--- config.mk ---
export PLATFORM = sky130hd
export DESIGN_NAME = imu_frame_field_extractor
export DESIGN_NICKNAME = d
export VERILOG_FILES = /design/src/rtl/core/imuffe_pkg.sv /design/src/rtl/core/imuffe_ram.sv /design/src/rtl/core/imu_frame_field_extractor.sv
export SDC_FILE = /design/constraint.sdc
export NUM_CORES = 1
export LEC_CHECK = 0
export BUFFER_PORTS_ARGS = -buffer_cell sky130_fd_sc_hd__buf_2
export CAP_MARGIN = 20
export CORE_MARGIN = 3
export CORE_UTILIZATION = 59
export CTS_CLUSTER_DIAMETER = 200
export DETAILED_ROUTE_END_ITERATION = 6
export PLACE_DENSITY_LB_ADDON = 0.08
export SYNTH_ARGS = -nofsm -noshare
export SYNTH_HDL_FRONTEND = slang
export SYNTH_SLANG_ARGS = --single-unit
--- constraint.sdc ---
create_clock -name clock -period 6.05 [get_ports clock]
set_input_delay 1.21 -clock clock [delete_from_list [all_inputs] [get_ports clock]]
set_output_delay 1.21 -clock clock [all_outputs]
set_load 0.005 [all_outputs]
--- src/rtl/core/imuffe_pkg.sv ---
// Package for the IMU frame field extractor.
// Request/response payload types, frame layout constants and codes.
// No dependencies.
package imuffe_pkg;

   localparam int FRAME_BYTES_DEFAULT = 82;
   localparam int POS_W               = 7;
   localparam int NUM_WORDS           = 6;
   localparam int WORD_W              = 32;
   localparam int WIDX_W              = 3;

   localparam logic [7:0] SYNC_A    = 8'h5A;
   localparam logic [7:0] SYNC_B    = 8'hA5;
   localparam logic [7:0] TAG_RESET = 8'h91;

   localparam logic [POS_W-1:0] POS_SYNC_A = 7'd0;
   localparam logic [POS_W-1:0] POS_SYNC_B = 7'd1;
   localparam logic [POS_W-1:0] POS_TYPE   = 7'd6;

   // frame position of byte 0 of each captured word: header length plus payload offset
   localparam logic [POS_W-1:0] WORD_START [NUM_WORDS] = '{
      7'd30, 7'd34, 7'd38, 7'd54, 7'd58, 7'd62
   };

   localparam logic KIND_BYTE = 1'b0;
   localparam logic KIND_IDLE = 1'b1;

   typedef struct packed {
      logic       kind;
      logic [7:0] rx_byte;
   } req_type;

   typedef struct packed {
      logic        accepted;
      logic [31:0] roll_rate_bits;
      logic [31:0] pitch_rate_bits;
      logic [31:0] yaw_rate_bits;
      logic [31:0] pitch_angle_bits;
      logic [31:0] roll_angle_bits;
      logic [31:0] yaw_angle_bits;
   } rsp_type;

endpackage

--- src/rtl/core/imuffe_ram.sv ---
// Generic single-write, single-read synchronous RAM with registered read data.
// No dependencies.
module imuffe_ram #(
   parameter int WIDTH = 32,
   parameter int DEPTH = 12
) (
   input  logic                     clock,
   input  logic                     wr_en,
   input  logic [$clog2(DEPTH)-1:0] wr_addr,
   input  logic [WIDTH-1:0]         wr_data,
   input  logic [$clog2(DEPTH)-1:0] rd_addr,
   output logic [WIDTH-1:0]         rd_data
);

   logic [WIDTH-1:0] mem_ff [DEPTH];
   logic [WIDTH-1:0] rd_data_ff;

   always_ff @(posedge clock) begin
      if (wr_en) begin
         mem_ff[wr_addr] <= wr_data;
      end
      rd_data_ff <= mem_ff[rd_addr];
   end

   assign rd_data = rd_data_ff;

endmodule

--- src/rtl/core/imu_frame_field_extractor.sv ---
// IMU serial frame field extractor, top level.
// Depends on imuffe_pkg and imuffe_ram.
//
// Usage:
//   req channel carries one received serial byte (kind = byte) or a line
//   idle event (kind = idle) per request. Bytes are counted from the start
//   of a burst; only the first FRAME_BYTES are kept. The idle event closes
//   the burst and yields exactly one response on the rsp channel.
//   rsp carries the accepted flag (sync 5A A5 and packet tag matched) and
//   six raw float32 words; all words read zero unless accepted, and bytes
//   that never arrived read as zero.
//   csr_write_enable / csr_write_data set the expected packet tag (reset 0x91).
// Throughput and readout:
//   Byte requests are taken every cycle, always, including while a response
//   waits. Each byte inside a word window is merged into an assembly register
//   and written to the word RAM (two banks of six, one per burst in flight).
//   An idle request starts a readout that issues one RAM read per word; the
//   response shows once the last word is captured. A further idle request
//   waits (req_ready low for it) until the previous response is taken.
// Reset: synchronous, active high; clears position, header captures, word
//   valid bits and the readout; the tag returns to 0x91. No clearing pass.
module imu_frame_field_extractor #(
   parameter int FRAME_BYTES = imuffe_pkg::FRAME_BYTES_DEFAULT
) (
   input  logic                clock,
   input  logic                reset,
   input  logic                req_valid,
   output logic                req_ready,
   input  imuffe_pkg::req_type req_data,
   output logic                rsp_valid,
   input  logic                rsp_ready,
   output imuffe_pkg::rsp_type rsp_data,
   input  logic                csr_write_enable,
   input  logic [7:0]          csr_write_data
);

   localparam int NW        = imuffe_pkg::NUM_WORDS;
   localparam int RAM_DEPTH = 2 * NW;
   localparam int ADDR_W    = $clog2(RAM_DEPTH);
   localparam logic [imuffe_pkg::POS_W-1:0] POS_LIMIT = imuffe_pkg::POS_W'(FRAME_BYTES);
   localparam logic [imuffe_pkg::WIDX_W-1:0] LAST_WORD = imuffe_pkg::WIDX_W'(NW - 1);
   localparam logic [imuffe_pkg::WIDX_W-1:0] NUM_WIDX  = imuffe_pkg::WIDX_W'(NW);

   logic [imuffe_pkg::POS_W-1:0] pos_ff, pos_in;
   logic [7:0] sync_a_ff, sync_a_in, sync_b_ff, sync_b_in, type_ff, type_in;
   logic [7:0] tag_ff, tag_in;
   logic [31:0] asm_ff, asm_in;
   logic        wr_bank_ff, wr_bank_in;
   logic [NW-1:0] vmask_ff, vmask_in;

   logic        rd_busy_ff, rd_busy_in;
   logic [imuffe_pkg::WIDX_W-1:0] rd_issue_ff, rd_issue_in;
   logic        rd_bank_ff, rd_bank_in;
   logic        rd_ok_ff, rd_ok_in;
   logic [NW-1:0] rd_mask_ff, rd_mask_in;
   logic        rdv_ff, rdv_in;
   logic [imuffe_pkg::WIDX_W-1:0] rds_ff, rds_in;
   logic [31:0] words_ff [NW];
   logic [31:0] words_in [NW];
   logic        rsp_valid_ff, rsp_valid_in;

   logic        byte_acc, idle_acc, rsp_acc, keep, hit;
   logic [imuffe_pkg::WIDX_W-1:0] hit_k;
   logic [1:0]  lane;
   logic [31:0] merged;
   logic        ram_we;
   logic [ADDR_W-1:0] ram_waddr, ram_raddr;
   logic [31:0] ram_rdata;

   assign req_ready = !(req_data.kind == imuffe_pkg::KIND_IDLE && rd_busy_ff);
   assign byte_acc  = req_valid && req_ready && req_data.kind == imuffe_pkg::KIND_BYTE;
   assign idle_acc  = req_valid && req_ready && req_data.kind == imuffe_pkg::KIND_IDLE;
   assign rsp_acc   = rsp_valid_ff && rsp_ready;
   assign keep      = pos_ff < POS_LIMIT;

   // locate the word window (if any) the current position falls in
   always_comb begin
      hit   = 1'b0;
      hit_k = '0;
      lane  = '0;
      for (int k = 0; k < NW; k++) begin
         if (pos_ff >= imuffe_pkg::WORD_START[k] &&
             pos_ff < imuffe_pkg::WORD_START[k] + 7'd4) begin
            hit   = 1'b1;
            hit_k = imuffe_pkg::WIDX_W'(k);
            lane  = 2'(pos_ff - imuffe_pkg::WORD_START[k]);
         end
      end
   end

   // lane 0 starts a fresh word, so the assembly register needs no clear
   assign merged = (lane == 2'd0) ? {24'd0, req_data.rx_byte}
                                  : (asm_ff | (32'(req_data.rx_byte) << {lane, 3'b000}));

   assign ram_we    = byte_acc && keep && hit;
   assign ram_waddr = wr_bank_ff ? ADDR_W'(NUM_WIDX) + ADDR_W'(hit_k) : ADDR_W'(hit_k);
   assign ram_raddr = rd_bank_ff ? ADDR_W'(NUM_WIDX) + ADDR_W'(rd_issue_ff)
                                 : ADDR_W'(rd_issue_ff);

   imuffe_ram #(
      .WIDTH (imuffe_pkg::WORD_W),
      .DEPTH (RAM_DEPTH)
   ) u_word_ram (
      .clock   (clock),
      .wr_en   (ram_we),
      .wr_addr (ram_waddr),
      .wr_data (merged),
      .rd_addr (ram_raddr),
      .rd_data (ram_rdata)
   );

   always_comb begin
      pos_in       = pos_ff;
      sync_a_in    = sync_a_ff;
      sync_b_in    = sync_b_ff;
      type_in      = type_ff;
      tag_in       = csr_write_enable ? csr_write_data : tag_ff;
      asm_in       = ram_we ? merged : asm_ff;
      wr_bank_in   = wr_bank_ff;
      vmask_in     = vmask_ff;
      rd_busy_in   = rd_busy_ff;
      rd_issue_in  = rd_issue_ff;
      rd_bank_in   = rd_bank_ff;
      rd_ok_in     = rd_ok_ff;
      rd_mask_in   = rd_mask_ff;
      rdv_in       = 1'b0;
      rds_in       = rd_issue_ff;
      rsp_valid_in = rsp_valid_ff;
      words_in     = words_ff;

      if (byte_acc && keep) begin
         pos_in = pos_ff + 7'd1;
         if (pos_ff == imuffe_pkg::POS_SYNC_A) sync_a_in = req_data.rx_byte;
         if (pos_ff == imuffe_pkg::POS_SYNC_B) sync_b_in = req_data.rx_byte;
         if (pos_ff == imuffe_pkg::POS_TYPE)   type_in   = req_data.rx_byte;
         if (hit) vmask_in[hit_k] = 1'b1;
      end

      if (idle_acc) begin
         rd_ok_in    = sync_a_ff == imuffe_pkg::SYNC_A && sync_b_ff == imuffe_pkg::SYNC_B &&
                       type_ff == tag_ff;
         rd_mask_in  = vmask_ff;
         rd_bank_in  = wr_bank_ff;
         rd_busy_in  = 1'b1;
         rd_issue_in = '0;
         wr_bank_in  = !wr_bank_ff;
         vmask_in    = '0;
         pos_in      = '0;
         sync_a_in   = '0;
         sync_b_in   = '0;
         type_in     = '0;
      end else if (rd_busy_ff && rd_issue_ff < NUM_WIDX) begin
         rdv_in      = 1'b1;
         rd_issue_in = rd_issue_ff + 3'd1;
      end

      if (rdv_ff) begin
         words_in[rds_ff] = (rd_ok_ff && rd_mask_ff[rds_ff]) ? ram_rdata : 32'd0;
         if (rds_ff == LAST_WORD) rsp_valid_in = 1'b1;
      end

      if (rsp_acc) begin
         rsp_valid_in = 1'b0;
         rd_busy_in   = 1'b0;
      end
   end

   always_ff @(posedge clock) begin
      if (reset) begin
         pos_ff       <= '0;
         sync_a_ff    <= '0;
         sync_b_ff    <= '0;
         type_ff      <= '0;
         tag_ff       <= imuffe_pkg::TAG_RESET;
         wr_bank_ff   <= 1'b0;
         vmask_ff     <= '0;
         rd_busy_ff   <= 1'b0;
         rd_issue_ff  <= '0;
         rdv_ff       <= 1'b0;
         rsp_valid_ff <= 1'b0;
      end else begin
         pos_ff       <= pos_in;
         sync_a_ff    <= sync_a_in;
         sync_b_ff    <= sync_b_in;
         type_ff      <= type_in;
         tag_ff       <= tag_in;
         wr_bank_ff   <= wr_bank_in;
         vmask_ff     <= vmask_in;
         rd_busy_ff   <= rd_busy_in;
         rd_issue_ff  <= rd_issue_in;
         rdv_ff       <= rdv_in;
         rsp_valid_ff <= rsp_valid_in;
      end
      asm_ff     <= asm_in;
      rd_bank_ff <= rd_bank_in;
      rd_ok_ff   <= rd_ok_in;
      rd_mask_ff <= rd_mask_in;
      rds_ff     <= rds_in;
      words_ff   <= words_in;
   end

   assign rsp_valid                 = rsp_valid_ff;
   assign rsp_data.accepted         = rd_ok_ff;
   assign rsp_data.roll_rate_bits   = words_ff[0];
   assign rsp_data.pitch_rate_bits  = words_ff[1];
   assign rsp_data.yaw_rate_bits    = words_ff[2];
   assign rsp_data.pitch_angle_bits = words_ff[3];
   assign rsp_data.roll_angle_bits  = words_ff[4];
   assign rsp_data.yaw_angle_bits   = words_ff[5];

endmodule

==> results of run 1 <==
==> logic make-up after synthesis <==
family / count (synthesis) / synth area share
AO/OA/AOI/OAI: 205 / 0.0580
XOR/XNOR: 19 / 0.00675
adder cells (fa/ha/maj): 10 / 0.00486
buffers and inverters: 80 / 0.0141
flip-flops: 703 / 0.786
multiplexers: 171 / 0.0777
AND/OR/NAND/NOR: 297 / 0.0527
==> metrics by stage <==
step	cell area (um2)	power (W)	util
floorplan	25800	0.00562	-
CTS	29900	0.00987	0.703
global placement	27500	0.00572	0.647
detailed placement	27600	0.00573	0.650
global route	29900	0.0101	0.703
finish	29900	0.00979	0.703
==> sequential cells by signal (all words and copies together), names as in the netlist, 3 cells and up <==
signal / flops
tag_ff: 8
u_word_ram.rd_data: 32
rd_issue_ff: 3
sync_a_ff: 8
u_word_ram.mem_ff: 384
vmask_ff: 6
sync_b_ff: 8
rds_ff: 3
rd_mask_ff: 6
pos_ff: 7
asm_ff: 32
rsp_data: 192
type_ff: 8
==> cell type report <==
type | count | area share
clock buffers | 91 | 0.0633
clock inverters | 35 | 0.0112
inverters | 8 | 0.00100
multi-input cells | 702 | 0.177
flip-flops and latches | 703 | 0.677
well taps | 577 | 0.0241
repair buffers | 243 | 0.0466
==> report_power, final <==
group / switching, W / total (W) / leakage [nW] / internal, W
registers: 0.0000295 / 0.00531 / 6.53 / 0.00528
logic: 0.000197 / 0.000317 / 2.96 / 0.000120
clock network: 0.00173 / 0.00417 / 1.09 / 0.00243
total: 0.00196 / 0.00979 / 10.6 / 0.00783
==> layer usage <==
metal / GRT usage / part of all wire / vias to the layer above
li1: - / - / 6237
met3: 0.0407 / 0.068 / 71
met5: 0 / 0 / -
met4: 0.0696 / 0.020 / 0
met2: 0.377 / 0.48 / 520
met1: 0.342 / 0.44 / 6988
==> cell usage in the layout (no fill, tap or decap), drive strengths merged, types with 4 or more instances in the layout <==
cell type  instances
o221ai             9
nor2b             11
o21ai             35
dfxtp             87
edfxtp           616
inv               12
o21a               4
nor2             139
clkinv            23
a31oi             20
mux2               9
clkbuf            91
buf              243
ha                10
nand4              5
mux4              21
bufinv             5
nand2             72
nand3              5
o31a              19
a32oi              9
o22ai             39
o211ai            38
mux2i            141
a21oi             12
or2                7
nor3               7
and2              34
xor2               5
xnor2             14
==> path summary, 6_finish.rpt <==
check / to / slack (ns) / cells after the start
max: u_word_ram.mem_ff[7][18] / 1.95 / 8
min: rd_mask_ff[5] / 0.45 / 0
max reg2reg: u_word_ram.mem_ff[7][18] / 1.95 / 8
min reg2reg: rd_mask_ff[5] / 0.45 / 0
==> out/metrics.cfg, run 1 <==
[yosys]
ys_types = 64
netlist_top_cells_area = edfxtp_1 (72%), dfxtp_1 (6.8%), mux2i_1 (5.5%)
synthCells = 1485
ys_seq_area_frac = 0.786
synth_common_cells = edfxtp_1 (616), mux2i_1 (141), nor2_1 (139), dfxtp_1 (87), nand2_1 (71)
yosysWarnings = 0
syn_area_mm2 = 0.0258
async_flop_share = 0
syn_nets = 1517
synth_edf_count = 616
synth_flop_cell = edfxtp_1
synth.avg_cell_area_um2 = 17.3
synth_top_area_frac = 0.718
synth_top_cell_by_area = edfxtp_1
synth.ff_latch_count = 703
yosysMostFrequentCell = edfxtp_1

[cells_and_area]
ff_latch_area_mm2 = 0.0202
layout.nets = 1759
drive_above_1_share = 0.236
n_antenna_cell = 0
multiInputGateArea_mm2 = 0.00528
final_cells = 2359
fill_cells = 2716
area_growth_pct = 16.1

[setup_path]
critical_path_arrival_ns = 4.38
worst-setup-path-type = flip-flop to flip-flop
timing.rr.start = pos_ff[1]
crit_path_max_fanout = 23
path_cells = or4b_1 -> or2_1 -> a21boi_0 -> ha_1 -> nor3b_1 -> nand2_1 -> nor2_4 -> buf_4
cp_num_buf_inv = 1
start_kind = flip-flop
crit_path_start = pos_ff[1]
cp-end-kind = flip-flop
cp_slowest_stage_delay_ns = 0.82
critical_path_required_ns = 6.33
critical_path.top_delay_family = simple AND/OR/NAND/NOR gates
cp_slowest_cell = dfxtp_1

[global_routing]
grt_max_degree = 68
grt_pass1_wl_um = 83800
antenna_found_initial = 0
grt_pass1_vias = 13800
grt_use_total = 0.237
grt_remaining_overflow = 0

[sta]
relSlewSlack = 0.236
finalCritPeriodShare = 0.678
finalWorstSetupSlack_ns = 1.95
skew_ns = 0.0227
hold_viol = 0
fmax_mhz = 244
holdWs_ns = 0.446
rsz0062_at_grt = false
slew_violations = 0
tightestPinTransition_ns = 1.14
setup-tns-final_ns = 0
finalSetupViolCount = 0
fin_crit_ns = 4.10

[drt]
drt_iter0_drc = 1249
viasPerCell = 5.86
routed_wl_um = 54800
drt_pass1_iterations = 6
ant_nets = 0
drc = 0
post_drt_wl_per_cell_um = 23.2
vias = 13800

[floorplanning]
fp-row-count = 75
die_w_um = 215
core_area_mm2 = 0.0425
fp.dieH_um = 215
top_level_ports = 217
initial_core_util = 0.606
dieArea_mm2 = 0.0462

[placement]
dpl.hpwl_um = 34100
place_ws_ns = 1.81
numPlacedInstances = 2231
place_congestion = 0.816
portBuffers = 216

[clock_tree]
ctsHoldBuffers = 0
clk_path_buf_depth = 3
cts_tree = done
ctsResizeCount = 0
cts.sinks = 703
cts_setup_buffers = 0
clk_latency_ns = 0.59
root_buffer = clkbuf_16
path_clk_slew_ns = 0.06
htree_num_levels = 3
cts_buffers = 69

[hold_path]
hold_start = vmask_ff[5]
min_path_type = flip-flop to flip-flop

[power_and_ir_drop]
vdd_drop_max_mv = 0.235
powerDensity_mw_per_mm2 = 328
power_leakage_nw = 10.6

[job]
cap_violations = 0

[run_status]
status = completed

Power figures use the tool's default switching activity.
==> run 2: changes to the inputs <==
Clock period 6.05 ns to 4.1 ns, I/O delays scaled along.
==> out/metrics.cfg, run 2 (synthesis results as in run 1) <==
[run_status]
status = completed

[global_routing]
grt_remaining_overflow = 0
grt_pass1_vias = 13500
grt_max_degree = 68
grt_use_total = 0.230
grt_pass1_wl_um = 81300
antenna_found_initial = 2

[setup_path]
regToRegSetupSlack_ns = 0.41
path_cells = or4b_1 -> or2_1 -> a21boi_0 -> ha_1 -> nand3_1 -> nor2_1 -> a31oi_1 -> nor2_4
start_kind = flip-flop
worst-setup-path-type = flip-flop to flip-flop
critical_path_required_ns = 4.29
cp-end-kind = flip-flop
cp_slowest_stage_delay_ns = 0.85
crit_path_max_fanout = 32
cp_slowest_cell = nor2_4
critical_path_arrival_ns = 3.88

[drt]
ant_nets = 0
vias = 13700
post_drt_wl_per_cell_um = 22.2
viasPerCell = 5.77
routed_wl_um = 53000
wl_met1_um = 23200
drt_iter0_drc = 1014
highest_layer = met4
drc = 0
drt_pass1_iterations = 5
wl_met2_um = 25200
dr_wl_met3_um = 3360

[cells_and_area]
finish.utilization = 0.710
layout.nets = 1782
final_common_cell = edfxtp_1
final_cell_mix = edfxtp_1 (616), buf_2 (216), mux2i_1 (141)
top_register = u_word_ram.mem_ff
area_growth_pct = 17.1
drive_above_1_share = 0.243
final_cells = 2384
n_antenna_cell = 0
largest_reg_flops = 384

[placement]
place_ws_ns = 0.371
place_congestion = 0.815
dpl.hpwl_um = 32300
numPlacedInstances = 2252
portBuffers = 216

[floorplanning]
top_level_ports = 217
fp.dieH_um = 215
initial_core_util = 0.606
core_area_mm2 = 0.0425
die_w_um = 215
dieArea_mm2 = 0.0462
fp-row-count = 75

[clock_tree]
path_clk_slew_ns = 0.06
cts.sinks = 703
cts_setup_buffers = 0
htree_num_levels = 3
ctsResizeCount = 0
root_buffer = clkbuf_16
ctsHoldBuffers = 0
clk_path_buf_depth = 3
cts_tree = done
clk_latency_ns = 0.58
cts_buffers = 69

[sta]
hold_viol = 0
finalCritPeriodShare = 0.900
rsz0062_at_grt = false
fin_crit_ns = 3.69
holdWs_ns = 0.403
finalSetupViolCount = 0
tightestPinTransition_ns = 1.05
relSlewSlack = 0.299
slew_violations = 0
fmax_mhz = 271
skew_ns = 0.0237
finalWorstSetupSlack_ns = 0.411

[job]
cap_violations = 0

[power_and_ir_drop]
powerDensity_mw_per_mm2 = 485
vdd_drop_max_mv = 0.449
power_leakage_nw = 10.5

[hold_path]
min_path_type = flip-flop to flip-flop

run 2: cell types whose count changed in the layout (fill, tap and decap cells not counted), sizes merged:
cell	delta
bufinv	+3
buf	+23
inv	-1
clkinv	+7
clkbuf	-4
clkinvlp	-3
run 2: path summary, 6_finish.rpt:
path	from	to	depth (start not counted)
setup / recovery	pos_ff[6]	u_word_ram.mem_ff[1][12]	8
hold / removal	rd_issue_ff[2]	rds_ff[2]	0
setup reg to reg	pos_ff[6]	u_word_ram.mem_ff[1][12]	8
hold reg to reg	rd_issue_ff[2]	rds_ff[2]	0
run 2: cell type report:
type / instances / area, um2
sequential: 703 / 20200
fill: 2696 / 12300
multi-input combinational: 702 / 5290
clock buffer: 87 / 1880
timing repair buffer: 266 / 1590
tap: 577 / 722
clock inverter: 41 / 418
inverter: 8 / 30.0
run 2: worst max-delay path: cells and delay by family, from the launching register on:
kind	cells	cell delay, ns
and+or+nand+nor	5	1.95
adders and majority gates	1	0.42
AOI/OAI and AO/OA	2	0.36
DFF	1	0.56
run 2: power by group:
part	internal (W)	leakage, nW	switching (W)
sequential	0.00780	6.25	0.0000348
clock	0.00377	1.13	0.00252
combinational	0.000185	3.11	0.000311
total	0.0118	10.5	0.00287
run 2: metal layers:
layer,vias to the layer above,global-route usage
met4,0,0.0719
met5,-,0
li1,6271,-
met3,87,0.0355
met1,6892,0.330
met2,499,0.371
run 2: stage by stage:
stage / power, W / setup TNS, ns / instance area [um2]
CTS: 0.0147 / 0 / 30100
global route: 0.0151 / 0 / 30200
detailed placement: 0.00849 / 0 / 27800
floorplan: 0.00830 / -40.67 / 25800
global placement: 0.00848 / 0 / 27800
finish: 0.0146 / 0 / 30200
==> run 3: changes to the inputs <==
--- a/config.mk
+++ b/config.mk
@@ -7,2 +7,3 @@
 export LEC_CHECK = 0
+export ABC_CLOCK_PERIOD_IN_PS = 4100
 export BUFFER_PORTS_ARGS = -buffer_cell sky130_fd_sc_hd__buf_2
==> constraint.sdc (replaced) <==
create_clock -name clock -period 4.1 [get_ports clock]
set_input_delay 0.205 -clock clock [delete_from_list [all_inputs] [get_ports clock]]
set_output_delay 0.205 -clock clock [all_outputs]
set_load 0.005 [all_outputs]
==> out/metrics.cfg, run 3 (synthesis results as in run 1) <==
[run_status]
status = completed

[global_routing]
grt_pass1_wl_um = 83800
grt_use_total = 0.240
grt_max_degree = 65
grt_remaining_overflow = 0
grt_pass1_vias = 13900
antenna_found_initial = 3

[sta]
slew_violations = 0
finalCritPeriodShare = 0.858
rsz0062_at_grt = false
finalSetupViolCount = 0
fin_crit_ns = 3.52
relSlewSlack = 0.256
tightestPinTransition_ns = 1.11
skew_ns = 0.0160
holdWs_ns = 0.0296
hold_viol = 0
fmax_mhz = 284

[drt]
drc = 0
routed_wl_um = 55400
drt_iter0_drc = 1272
viasPerCell = 5.79
drt_pass1_iterations = 5
vias = 13900
post_drt_wl_per_cell_um = 23.1
ant_nets = 0

[cells_and_area]
ff_latch_area_mm2 = 0.0202
finish.utilization = 0.711
final_cell_mix = edfxtp_1 (616), buf_2 (216), mux2i_1 (141)
multiInputGateArea_mm2 = 0.00529
area_growth_pct = 17.3
layout.nets = 1798
final_common_cell = edfxtp_1
design_area_mm2 = 0.0302
fill_cells = 2675
drive_above_1_share = 0.238
top_register = u_word_ram.mem_ff
largest_reg_flops = 384

[power_and_ir_drop]
vdd_drop_max_mv = 0.320
p_comb_frac = 0.036
netSwitchingPower_w = 0.00286
internal-power_w = 0.0115
p_seq_frac = 0.547
power_w = 0.0143
sw_frac_of_total = 0.199
p_clk_frac = 0.417
powerDensity_mw_per_mm2 = 474
power_leakage_nw = 10.5

[setup_path]
start_kind = flip-flop
critical_path_required_ns = 4.31
cp-end-kind = flip-flop
cp_slowest_stage_delay_ns = 0.56
cp_slowest_cell = dfxtp_1
critical_path_arrival_ns = 3.73
cp_num_buf_inv = 1
critical_path.top_delay_family = simple AND/OR/NAND/NOR gates
crit_path_max_fanout = 32
path_cells = or4b_1 -> or2_1 -> a21boi_0 -> ha_1 -> nand3_1 -> mux2_2 -> nor2_4 -> buf_4
worst-setup-path-type = flip-flop to flip-flop

[clock_tree]
ctsResizeCount = 0
path_clk_slew_ns = 0.06
root_buffer = clkbuf_16
cts.sinks = 703
htree_num_levels = 3
clk_path_buf_depth = 3
cts_tree = done
cts_buffers = 69
clk_latency_ns = 0.59

[floorplanning]
initial_core_util = 0.606
top_level_ports = 217
dieArea_mm2 = 0.0462
fp-row-count = 75
core_area_mm2 = 0.0425
fp.dieH_um = 215
die_w_um = 215

[job]
cap_violations = 0

[placement]
dpl-instance-area_mm2 = 0.0278
dpl.hpwl_um = 33300
place_congestion = 0.802
portBuffers = 216

[hold_path]
min_path_type = input port to flip-flop

-- run 3: cell types whose count changed in the layout (fill, tap and decap cells not counted), moves of 2 or more --
cell / delta
dlygate4sd3_1: +19
bufinv_16: -6
clkbuf_8: +5
buf_4: -4
clkbuf_1: +3
clkinv_1: -3
buf_12: +2
clkinv_4: -2
clkinvlp_4: +2
-- run 3: final cells by class --
cell class              count  share of cell area
diodes                      1           0.0000828
clock buffers              95              0.0648
clock inverters            31             0.00725
inverters                   8            0.000994
multi-input cells         702               0.175
flip-flops and latches    703               0.670
well taps                 577              0.0239
repair buffers            282              0.0583
-- run 3: path summary, 6_finish.rpt --
| path | startpoint | to | slack (ns) | cells after the start |
|---|---|---|---|---|
| hold / removal | req_data[5] | sync_a_ff[5] | 0.03 | 3 |
| hold reg to reg | vmask_ff[0] | rd_mask_ff[0] | 0.43 | 0 |
| setup / recovery | pos_ff[6] | u_word_ram.mem_ff[3][15] | 0.58 | 8 |
| setup reg to reg | pos_ff[6] | u_word_ram.mem_ff[3][15] | 0.58 | 8 |
-- run 3: power groups by stage --
stage / Combinational (W) / Sequential [W] / Clock, W
after floorplan: 0.000331 / 0.00797 / 0
after global placement: 0.000489 / 0.00799 / 0
after detailed placement: 0.000498 / 0.00799 / 0
after CTS: 0.000516 / 0.00784 / 0.00610
after global routing: 0.000559 / 0.00784 / 0.00639
final: 0.000513 / 0.00784 / 0.00599
-- run 3: metal layers --
metal / global-route usage / wire [um]
met2: 0.399 / 27200
met5: 0 / 0
met3: 0.0439 / 3970
met1: 0.335 / 23200
met4: 0.0605 / 1070
-- run 3: tightest hold or removal path: stages --
cell,delay [ns]
buf_2,0.17
mux2i_1,0.14
nor2_1,0.05
-- run 3: through the flow --
| stage | TNS [ns] | setup WS [ns] | cells |
|---|---|---|---|
| 3_3_place_gp | 0 | 0.445 | 2250 |
| 2_1_floorplan | -36.64 | -0.572 | 1485 |
| 5_1_grt | 0 | 0.443 | 2398 |
| 3_5_place_dp | 0 | 0.343 | 2250 |
| 4_1_cts | 0 | 0.319 | 2395 |
| 6_report | 0 | 0.581 | 2399 |
-- run 3: what timing repair did --
| item | 4_1_cts | 5_1_grt |
|---|---|---|
| hold buffers | 19 | 0 |
| setup buffers | 0 | 0 |
| hold endpoints to repair | 18 | 0 |
